$ cat src/rtl/core/sts_pkg.sv
// ----------------------------------------------------------------------------
// sts_pkg
// shared constants and codes of the software timer service
// ----------------------------------------------------------------------------
package sts_pkg;

  localparam int POOL_SIZE = 16;
  localparam int SLOT_W    = $clog2(POOL_SIZE);
  localparam int CNT_W     = $clog2(POOL_SIZE + 1);
  localparam int MAX_FIRE  = 16;
  localparam int INFO_W    = 32 + 32 + 8;

  localparam logic [2:0] CMD_CREATE = 3'd0;
  localparam logic [2:0] CMD_START  = 3'd1;
  localparam logic [2:0] CMD_RESET  = 3'd2;
  localparam logic [2:0] CMD_REMOVE = 3'd3;
  localparam logic [2:0] CMD_TICK   = 3'd4;

  localparam logic [2:0] ST_DONE     = 3'd0;
  localparam logic [2:0] ST_FIRED    = 3'd1;
  localparam logic [2:0] ST_NONE_DUE = 3'd2;
  localparam logic [2:0] ST_BAD_DEST = 3'd3;
  localparam logic [2:0] ST_FULL     = 3'd4;
  localparam logic [2:0] ST_ZERO_PER = 3'd5;
  localparam logic [2:0] ST_NOT_RUN  = 3'd6;
  localparam logic [2:0] ST_NOT_ALLOC = 3'd7;

endpackage

$ cat src/rtl/core/sts_ram.sv
// ----------------------------------------------------------------------------
// sts_ram
// generic single write, single read ram with registered read data
// ----------------------------------------------------------------------------
module sts_ram #(
  parameter int Width = 8,
  parameter int Depth = 16
) (
  input  logic                     clk_i,
  input  logic                     we_i,
  input  logic [$clog2(Depth)-1:0] waddr_i,
  input  logic [Width-1:0]         wdata_i,
  input  logic [$clog2(Depth)-1:0] raddr_i,
  output logic [Width-1:0]         rdata_o
);

  logic [Width-1:0] mem_q [Depth];

  always_ff @(posedge clk_i) begin
    if (we_i) begin
      mem_q[waddr_i] <= wdata_i;
    end
    rdata_o <= mem_q[raddr_i];
  end

endmodule

$ cat src/rtl/core/software_timer_service_top.sv
// ----------------------------------------------------------------------------
// software_timer_service_top
// pool of sixteen software timers driven by commands and a system tick
// ----------------------------------------------------------------------------
// A request is taken when start is high and busy is low. Every request
// ends with a scan of the expiry ram, one slot a cycle; a reset passes
// through an apply state before its scan. A tick spends one scan per
// fired timer plus one. Results appear on done_o for exactly one cycle each,
// last_o marks the final one; the receiver cannot stall them.
module software_timer_service_top
  import sts_pkg::*;
(
  input  logic               clk_i,
  input  logic               rst_ni,
  input  logic               start,
  output logic               busy,
  input  logic               cfg_we_i,
  input  logic               cfg_index_i,
  input  logic [31:0]        cfg_data_i,
  input  logic [2:0]         cmd_i,
  input  logic [31:0]        now_tick_i,
  input  logic [3:0]         slot_i,
  input  logic [31:0]        delay_i,
  input  logic [31:0]        period_ticks_i,
  input  logic               periodic_i,
  input  logic signed [31:0] signal_code_i,
  input  logic [7:0]         dest_task_i,
  output logic               done_o,
  output logic [2:0]         status_o,
  output logic [3:0]         out_slot_o,
  output logic signed [31:0] out_signal_o,
  output logic [7:0]         out_dest_o,
  output logic [31:0]        ticks_to_next_o,
  output logic               last_o
);

  typedef enum logic [2:0] {
    S_IDLE, S_RST_APPLY, S_SCAN, S_DECIDE, S_FIRE
  } state_e;

  state_e            state_q;
  logic [7:0]        task_count_q;
  logic [31:0]       idle_limit_q;
  logic [POOL_SIZE-1:0] alloc_q, armed_q, side_q;
  logic [SLOT_W-1:0] rank_q [POOL_SIZE];
  logic [SLOT_W-1:0] free_q [POOL_SIZE];
  logic [CNT_W-1:0]  used_q;
  logic              cur_side_q;
  logic [31:0]       prev_tick_q;
  logic [31:0]       now_q;
  logic [SLOT_W-1:0] slot_q;
  logic              tick_q;
  logic [2:0]        res_status_q;
  logic [SLOT_W-1:0] res_slot_q;
  logic [CNT_W-1:0]  scan_cnt_q;
  logic              rd_vld_q;
  logic [SLOT_W-1:0] rd_idx_q;
  logic              found_q;
  logic [SLOT_W-1:0] best_idx_q;
  logic [31:0]       best_exp_q;
  logic [SLOT_W-1:0] best_rank_q;
  logic [CNT_W-1:0]  fired_q;
  logic              pend_q;
  logic [SLOT_W-1:0] pend_slot_q;
  logic [31:0]       pend_sig_q;
  logic [7:0]        pend_dest_q;

  logic              exp_we, info_we;
  logic [SLOT_W-1:0] info_waddr, info_raddr;
  logic [INFO_W-1:0] info_wdata, info_rdata;
  logic [31:0]       exp_rdata;

  logic              upd_en, upd_relink;
  logic [SLOT_W-1:0] upd_tgt;
  logic [31:0]       upd_exp, upd_now;
  logic [CNT_W-1:0]  armed_cnt;
  logic [SLOT_W-1:0] other_cnt;

  logic              accept, slot_ok, create_ok, due;
  logic [31:0]       rel_rd, ticks_val;

  assign busy       = (state_q != S_IDLE);
  assign accept     = start && !busy;
  assign slot_ok    = alloc_q[slot_i];
  assign create_ok  = (({1'b0, dest_task_i} + 9'd1) < {1'b0, task_count_q})
                      && (used_q < CNT_W'(POOL_SIZE))
                      && !(periodic_i && (period_ticks_i == 32'd0));
  assign rel_rd     = info_rdata[INFO_W-1 -: 32];
  assign due        = tick_q && found_q && (best_exp_q <= now_q)
                      && (fired_q < CNT_W'(MAX_FIRE));
  assign ticks_val  = (found_q ? best_exp_q : idle_limit_q) - now_q;
  assign info_raddr = (state_q == S_IDLE) ? slot_i : best_idx_q;
  assign info_we    = accept && (cmd_i == CMD_CREATE) && create_ok;
  assign info_waddr = free_q[used_q[SLOT_W-1:0]];
  assign info_wdata = {(periodic_i ? period_ticks_i : 32'd0), signal_code_i, dest_task_i};
  assign exp_we     = upd_en && upd_relink;

  always_comb begin
    armed_cnt = '0;
    for (int t = 0; t < POOL_SIZE; t++) begin
      armed_cnt = armed_cnt + CNT_W'(armed_q[t]);
    end
  end

  assign other_cnt = SLOT_W'(armed_cnt - CNT_W'(armed_q[upd_tgt]));

  always_comb begin
    upd_en     = 1'b0;
    upd_relink = 1'b0;
    upd_tgt    = slot_i;
    upd_exp    = now_tick_i + delay_i;
    upd_now    = now_tick_i;
    case (state_q)
      S_IDLE: begin
        if (accept && slot_ok && (cmd_i == CMD_START)) begin
          upd_en     = 1'b1;
          upd_relink = 1'b1;
        end else if (accept && slot_ok && (cmd_i == CMD_REMOVE)) begin
          upd_en = 1'b1;
        end
      end
      S_RST_APPLY: begin
        upd_en     = 1'b1;
        upd_tgt    = slot_q;
        upd_relink = (rel_rd != 32'd0);
        upd_exp    = rel_rd + now_q;
        upd_now    = now_q;
      end
      S_FIRE: begin
        upd_en     = 1'b1;
        upd_tgt    = best_idx_q;
        upd_relink = (rel_rd != 32'd0);
        upd_exp    = rel_rd + now_q;
        upd_now    = now_q;
      end
      default: begin
      end
    endcase
  end

  sts_ram #(.Width(32), .Depth(POOL_SIZE)) u_exp_ram (
    .clk_i   (clk_i),
    .we_i    (exp_we),
    .waddr_i (upd_tgt),
    .wdata_i (upd_exp),
    .raddr_i (scan_cnt_q[SLOT_W-1:0]),
    .rdata_o (exp_rdata)
  );

  sts_ram #(.Width(INFO_W), .Depth(POOL_SIZE)) u_info_ram (
    .clk_i   (clk_i),
    .we_i    (info_we),
    .waddr_i (info_waddr),
    .wdata_i (info_wdata),
    .raddr_i (info_raddr),
    .rdata_o (info_rdata)
  );

  always_ff @(posedge clk_i or negedge rst_ni) begin
    if (!rst_ni) begin
      state_q      <= S_IDLE;
      task_count_q <= 8'd16;
      idle_limit_q <= 32'hFFFF_FFFF;
      alloc_q      <= '0;
      armed_q      <= '0;
      side_q       <= '0;
      for (int i = 0; i < POOL_SIZE; i++) begin
        rank_q[i] <= '0;
        free_q[i] <= SLOT_W'(i);
      end
      used_q       <= '0;
      cur_side_q   <= 1'b0;
      prev_tick_q  <= '0;
      now_q        <= '0;
      slot_q       <= '0;
      tick_q       <= 1'b0;
      res_status_q <= ST_DONE;
      res_slot_q   <= '0;
      scan_cnt_q   <= '0;
      rd_vld_q     <= 1'b0;
      rd_idx_q     <= '0;
      found_q      <= 1'b0;
      best_idx_q   <= '0;
      best_exp_q   <= '0;
      best_rank_q  <= '0;
      fired_q      <= '0;
      pend_q       <= 1'b0;
      pend_slot_q  <= '0;
      pend_sig_q   <= '0;
      pend_dest_q  <= '0;
      done_o       <= 1'b0;
      status_o     <= ST_DONE;
      out_slot_o   <= '0;
      out_signal_o <= '0;
      out_dest_o   <= '0;
      ticks_to_next_o <= '0;
      last_o       <= 1'b0;
    end else begin
      done_o <= 1'b0;
      if (cfg_we_i) begin
        if (cfg_index_i == 1'b0) begin
          task_count_q <= cfg_data_i[7:0];
        end else begin
          idle_limit_q <= cfg_data_i;
        end
      end

      // unlink, then relink or release
      if (upd_en) begin
        for (int t = 0; t < POOL_SIZE; t++) begin
          if (armed_q[t] && armed_q[upd_tgt] && (rank_q[t] > rank_q[upd_tgt])) begin
            rank_q[t] <= rank_q[t] - SLOT_W'(1);
          end
        end
        if (upd_relink) begin
          armed_q[upd_tgt] <= 1'b1;
          rank_q[upd_tgt]  <= other_cnt;
          side_q[upd_tgt]  <= (upd_exp < upd_now) ? ~cur_side_q : cur_side_q;
        end else begin
          armed_q[upd_tgt] <= 1'b0;
          alloc_q[upd_tgt] <= 1'b0;
          if (used_q != '0) begin
            used_q <= used_q - CNT_W'(1);
            free_q[SLOT_W'(used_q - CNT_W'(1))] <= upd_tgt;
          end
        end
      end

      case (state_q)
        S_IDLE: begin
          if (accept) begin
            now_q        <= now_tick_i;
            slot_q       <= slot_i;
            tick_q       <= (cmd_i == CMD_TICK);
            res_status_q <= ST_DONE;
            res_slot_q   <= '0;
            fired_q      <= '0;
            pend_q       <= 1'b0;
            scan_cnt_q   <= '0;
            rd_vld_q     <= 1'b0;
            found_q      <= 1'b0;
            state_q      <= S_SCAN;
            case (cmd_i)
              CMD_CREATE: begin
                if (({1'b0, dest_task_i} + 9'd1) >= {1'b0, task_count_q}) begin
                  res_status_q <= ST_BAD_DEST;
                end else if (used_q >= CNT_W'(POOL_SIZE)) begin
                  res_status_q <= ST_FULL;
                end else if (periodic_i && (period_ticks_i == 32'd0)) begin
                  res_status_q <= ST_ZERO_PER;
                end else begin
                  res_slot_q        <= info_waddr;
                  alloc_q[info_waddr] <= 1'b1;
                  armed_q[info_waddr] <= 1'b0;
                  used_q            <= used_q + CNT_W'(1);
                end
              end
              CMD_START, CMD_REMOVE: begin
                if (!slot_ok) begin
                  res_status_q <= ST_NOT_ALLOC;
                end
              end
              CMD_RESET: begin
                if (!slot_ok) begin
                  res_status_q <= ST_NOT_ALLOC;
                end else if (!armed_q[slot_i]) begin
                  res_status_q <= ST_NOT_RUN;
                end else begin
                  state_q <= S_RST_APPLY;
                end
              end
              CMD_TICK: begin
                if (now_tick_i < prev_tick_q) begin
                  cur_side_q <= ~cur_side_q;
                end
                prev_tick_q <= now_tick_i;
              end
              default: begin
              end
            endcase
          end
        end
        S_RST_APPLY: begin
          scan_cnt_q <= '0;
          rd_vld_q   <= 1'b0;
          found_q    <= 1'b0;
          state_q    <= S_SCAN;
        end
        S_SCAN: begin
          rd_vld_q <= (scan_cnt_q < CNT_W'(POOL_SIZE));
          rd_idx_q <= scan_cnt_q[SLOT_W-1:0];
          if (scan_cnt_q < CNT_W'(POOL_SIZE)) begin
            scan_cnt_q <= scan_cnt_q + CNT_W'(1);
          end
          if (rd_vld_q && armed_q[rd_idx_q] && (side_q[rd_idx_q] == cur_side_q)) begin
            if (!found_q || (exp_rdata < best_exp_q) ||
                ((exp_rdata == best_exp_q) && (rank_q[rd_idx_q] < best_rank_q))) begin
              found_q     <= 1'b1;
              best_idx_q  <= rd_idx_q;
              best_exp_q  <= exp_rdata;
              best_rank_q <= rank_q[rd_idx_q];
            end
          end
          if ((scan_cnt_q == CNT_W'(POOL_SIZE)) && !rd_vld_q) begin
            state_q <= S_DECIDE;
          end
        end
        S_DECIDE: begin
          if (due) begin
            if (pend_q) begin
              done_o       <= 1'b1;
              status_o     <= ST_FIRED;
              out_slot_o   <= pend_slot_q;
              out_signal_o <= pend_sig_q;
              out_dest_o   <= pend_dest_q;
              ticks_to_next_o <= '0;
              last_o       <= 1'b0;
            end
            state_q <= S_FIRE;
          end else begin
            done_o          <= 1'b1;
            ticks_to_next_o <= ticks_val;
            last_o          <= 1'b1;
            if (tick_q && pend_q) begin
              status_o     <= ST_FIRED;
              out_slot_o   <= pend_slot_q;
              out_signal_o <= pend_sig_q;
              out_dest_o   <= pend_dest_q;
            end else begin
              status_o     <= tick_q ? ST_NONE_DUE : res_status_q;
              out_slot_o   <= tick_q ? '0 : res_slot_q;
              out_signal_o <= '0;
              out_dest_o   <= '0;
            end
            state_q <= S_IDLE;
          end
        end
        S_FIRE: begin
          pend_q      <= 1'b1;
          pend_slot_q <= best_idx_q;
          pend_sig_q  <= info_rdata[39:8];
          pend_dest_q <= info_rdata[7:0];
          fired_q     <= fired_q + CNT_W'(1);
          scan_cnt_q  <= '0;
          rd_vld_q    <= 1'b0;
          found_q     <= 1'b0;
          state_q     <= S_SCAN;
        end
        default: begin
          state_q <= S_IDLE;
        end
      endcase
    end
  end

`ifndef SYNTHESIS
  logic [CNT_W-1:0] alloc_cnt;
  always_comb begin
    alloc_cnt = '0;
    for (int t = 0; t < POOL_SIZE; t++) begin
      alloc_cnt = alloc_cnt + CNT_W'(alloc_q[t]);
    end
  end

  a_used_matches: assert property (@(posedge clk_i) disable iff (!rst_ni)
    alloc_cnt == used_q) else $error("used count differs from allocated slots");

  a_armed_alloc: assert property (@(posedge clk_i) disable iff (!rst_ni)
    (armed_q & ~alloc_q) == '0) else $error("armed slot not allocated");

  a_end_last: assert property (@(posedge clk_i) disable iff (!rst_ni)
    $fell(busy) |-> (done_o && last_o)) else $error("request ended without last");
`endif

endmodule

$ cat config.mk
export PLATFORM = sky130hd
export DESIGN_NAME = software_timer_service_top
export DESIGN_NICKNAME = d
export VERILOG_FILES = /design/src/rtl/core/sts_pkg.sv /design/src/rtl/core/sts_ram.sv /design/src/rtl/core/software_timer_service_top.sv
export SDC_FILE = /design/constraint.sdc
export NUM_CORES = 2
export LEC_CHECK = 0
export BUFFER_PORTS_ARGS = -buffer_cell sky130_fd_sc_hd__buf_2
export CORE_AREA = 2 2 350 525
export CTS_BUF_LIST = sky130_fd_sc_hd__clkbuf_2 sky130_fd_sc_hd__clkbuf_4 sky130_fd_sc_hd__clkbuf_8
export CTS_CLUSTER_DIAMETER = 40
export CTS_CLUSTER_SIZE = 25
export DETAILED_ROUTE_END_ITERATION = 8
export DIE_AREA = 0 0 352 527
export PLACE_DENSITY_LB_ADDON = 0.15
export SYNTH_ARGS = -nofsm -noshare
export SYNTH_HDL_FRONTEND = slang
export SYNTH_SLANG_ARGS = --single-unit
$ cat constraint.sdc
create_clock -name clk_i -period 7 [get_ports clk_i]
set_input_delay 1.4 -clock clk_i [delete_from_list [all_inputs] [get_ports clk_i]]
set_output_delay 1.4 -clock clk_i [all_outputs]
set_load 0.05 [all_outputs]
==> reports/qor.csv <==
metric,value,unit
status,finished clean,
drc,0,
clk_latency,1.00,ns
maxSlewViolCount,0,
finalCriticalPeriod,6.58,ns
num_io_pins,263,
synth_area,98900,um2
post_cts.repair.setup_buffers,0,
grt_usage,30.0,%
whs,0.400,ns
syn_inst,6337,
crit_required,7.90,ns
synth_top_cell_by_area,edfxtp_1,
io_buffers,262,
ctsResizeCount,0,
antenna_found_initial,19,
worstSetupEndpointType,register,
hpwl,182000,um
final_cell_area,110000,um2
worst_slew_pin_slew,1.16,ns
viasPerCell,6.38,
fin_nets,7257,
drv_cap,0,
synth_area_leaders,"edfxtp_1, mux4_2, dfrtp_1, ha_1, mux2_2",
die_y,527,um
die_area,186000,um2
pwr_density_cell,358,nW/um2
hp-class,input pin to async pin,
finClkSkew,0.0901,ns
cp_top_family,compound AO/OA/AOI/OAI gates,
gp_congestion,0.963,
gr-total-overflow,0,
start_kind,register,
ant_nets,0,
worstSetupPathType,register to register,
finalHoldViolCount,0,
clock_tree.root_cell,clkbuf_8,
synth_nets,6860,
crit_start,u_info_ram.rdata_o[40],
yosys.area.top_type_share,50.5,%
worst-endpoint-arrival,7.48,ns
path_clk_slew,0.12,ns
drt_iter0_drc,5871,
period_share,94.1,%
grt_max_degree,125,
ctsHoldBuffers,0,
total_leakage_power,39.9,nW
core,181000,um2
drive_gt1_share,25.5,%
rsz0062_at_grt,false,
fmax,0.152,GHz
setup_viol,0,
fin_tns_setup,0,ns
first_pass_iters,7,
slowest_stage,xnor2_1,
routedWlPerCell,29.8,um
r2r-start,u_info_ram.rdata_o[40],
ys_seq_elements,2251,
synthDistinctLibCells,96,
slew-limit-headroom,22.2,%
cpPeakStageDelay,0.95,ns
area_growth,11.1,%
ff2ff_setup_slack,0.42,ns
ys.warnings.count,0,
grt_pass1_wl,406000,um
path_max_fanout,16,
place_area,105000,um2
vdd.ir_drop.worst,0.266,mV
grt_pass1_vias,60200,
ctsHtreeMaxLevel,4,
ys_seq_area_share,64.9,%
synthArstFlopShare,21.5,%
synth_edf_count,1664,
start_util,54.5,%
wirelength,279000,um
clock-sinks,2251,
avgSynthCellArea,15.6,um2
dr_total_vias,59600,
clock_path_buffers,4,
cts_tree,done,
worst-path-buf-inv,1,
std_cell_rows,192,
critical_path.cell_chain,ha_1 > inv_1 > fa_1 > nor2b_1 > o31ai_1 > a211oi_1 > nor2_1 > o21bai_1 > o21ai_0 > nand2b_1 > xnor2_1 > o22ai_1 > ha_1 > a2111oi_0 > o21ai_0 > a31o_2 > a221oi_1 > o41ai_1 > xnor2_1 > mux2_2,
cts_made_buffers,212,
synthFlopType,edfxtp_1,
die_w,352,um
==> final timing paths <==
kind | endpoint | cells after the start
worst max-delay path | side_q[13] | 20
worst min-delay path | free_q[47] | 1
worst max register to register | side_q[13] | 20
worst min register to register | pend_dest_q[4] | 2
max in group asynchronous | now_q[21] | 2
min in group clk_i | pend_dest_q[4] | 2
==> per-layer routing <==
layer	track usage (%)	routed length (um)	up-vias
met5	0	86	-
li1	-	-	25500
met3	4.57	20300	594
met2	50.5	139000	2560
met4	12.4	12900	12
met1	39.1	106000	30900
==> flip-flops by register name, indices dropped and copies added (netlist names), 32 cells and up <==
name,cells
best_exp_q,32
free_q,64
idle_limit_q,32
now_q,32
out_signal_o,32
pend_sig_q,32
prev_tick_q,32
rank_q,64
ticks_to_next_o,32
u_exp_ram.mem_q,512
u_exp_ram.rdata_o,32
u_info_ram.mem_q,1152
u_info_ram.rdata_o,72
==> layout make-up <==
| type | instances | area, um2 |
|---|---|---|
| Clock inverter | 164 | 2050 |
| Antenna cell | 5 | 12.5 |
| Timing Repair Buffer | 486 | 3820 |
| Tap cell | 2425 | 3030 |
| Inverter | 237 | 893 |
| Clock buffer | 224 | 3060 |
| Multi-Input combinational cell | 3546 | 32800 |
| Fill cell | 13600 | 71500 |
| Sequential cell | 2251 | 64200 |
==> placed cells by master, fill, tap and decap left out, types with 108 or more instances in the layout <==
| cell type | instances |
|---|---|
| edfxtp_1 | 1664 |
| nand2_1 | 553 |
| mux4_2 | 504 |
| dfrtp_1 | 413 |
| ha_1 | 328 |
| buf_2 | 261 |
| mux2_2 | 221 |
| clkbuf_8 | 220 |
| inv_1 | 219 |
| o21ai_0 | 219 |
| a21oi_1 | 214 |
| nor2_1 | 177 |
| buf_4 | 159 |
| and2_1 | 117 |
| nand3_1 | 108 |
==> worst reg2reg max path: stages (launching register included) <==
cell and delay, ns:
dfxtp_1 0.62, ha_1 0.29, inv_1 0.07, fa_1 0.40
nor2b_1 0.19, o31ai_1 0.16, a211oi_1 0.65, nor2_1 0.23
o21bai_1 0.32, o21ai_0 0.12, nand2b_1 0.09, xnor2_1 0.14
o22ai_1 0.13, ha_1 0.24, a2111oi_0 0.33, o21ai_0 0.15
a31o_2 0.26, a221oi_1 0.59, o41ai_1 0.27, xnor2_1 0.95
mux2_2 0.32
==> report_power, final <==
group	switching, mW	internal, mW
Sequential	1.09	15.3
Combinational	7.81	5.96
Clock	5.41	3.81
==> kinds of logic after synthesis <==
| group | share of synthesized area, % |
|---|---|
| multiplexers | 14.2 |
| flip-flops | 64.9 |
| buffers and inverters | 2.20 |
| XOR/XNOR | 0.841 |
| adder cells (fa/ha/maj) | 4.44 |
| AO/OA/AOI/OAI | 7.15 |
| AND/OR/NAND/NOR | 6.30 |
==> synth_stat cells, types with 42 or more instances <==
| cell type | count |
|---|---|
| a31oi_1 | 100 |
| dfxtp_1 | 104 |
| o21ai_0 | 220 |
| ha_1 | 328 |
| mux2_2 | 221 |
| mux4_2 | 504 |
| a22o_1 | 70 |
| nand4_1 | 65 |
| dfstp_2 | 65 |
| nor2_1 | 196 |
| o21a_1 | 46 |
| edfxtp_1 | 1664 |
| buf_2 | 60 |
| xnor2_1 | 56 |
| a211oi_1 | 95 |
| o211ai_1 | 42 |
| a21o_1 | 59 |
| and2_1 | 118 |
| buf_1 | 43 |
| nand3_1 | 108 |
| inv_1 | 228 |
| a21oi_1 | 215 |
| clkbuf_1 | 186 |
| nand2_1 | 557 |
| dfrtp_1 | 418 |
| nor3_1 | 48 |
==> metrics by stage <==
step,worst slack [ns],std cells,power [mW],util [%]
2_1_floorplan,0.0479,6337,25.9,-
3_3_place_gp,-0.0637,8945,30.3,57.8
3_5_place_dp,-0.118,8945,30.4,57.8
4_1_cts,0.558,9333,39.6,60.6
5_1_grt,0.135,9335,41.2,60.6
6_report,0.416,9338,39.4,60.6
Note: power is estimated with default switching activity, not from simulation.
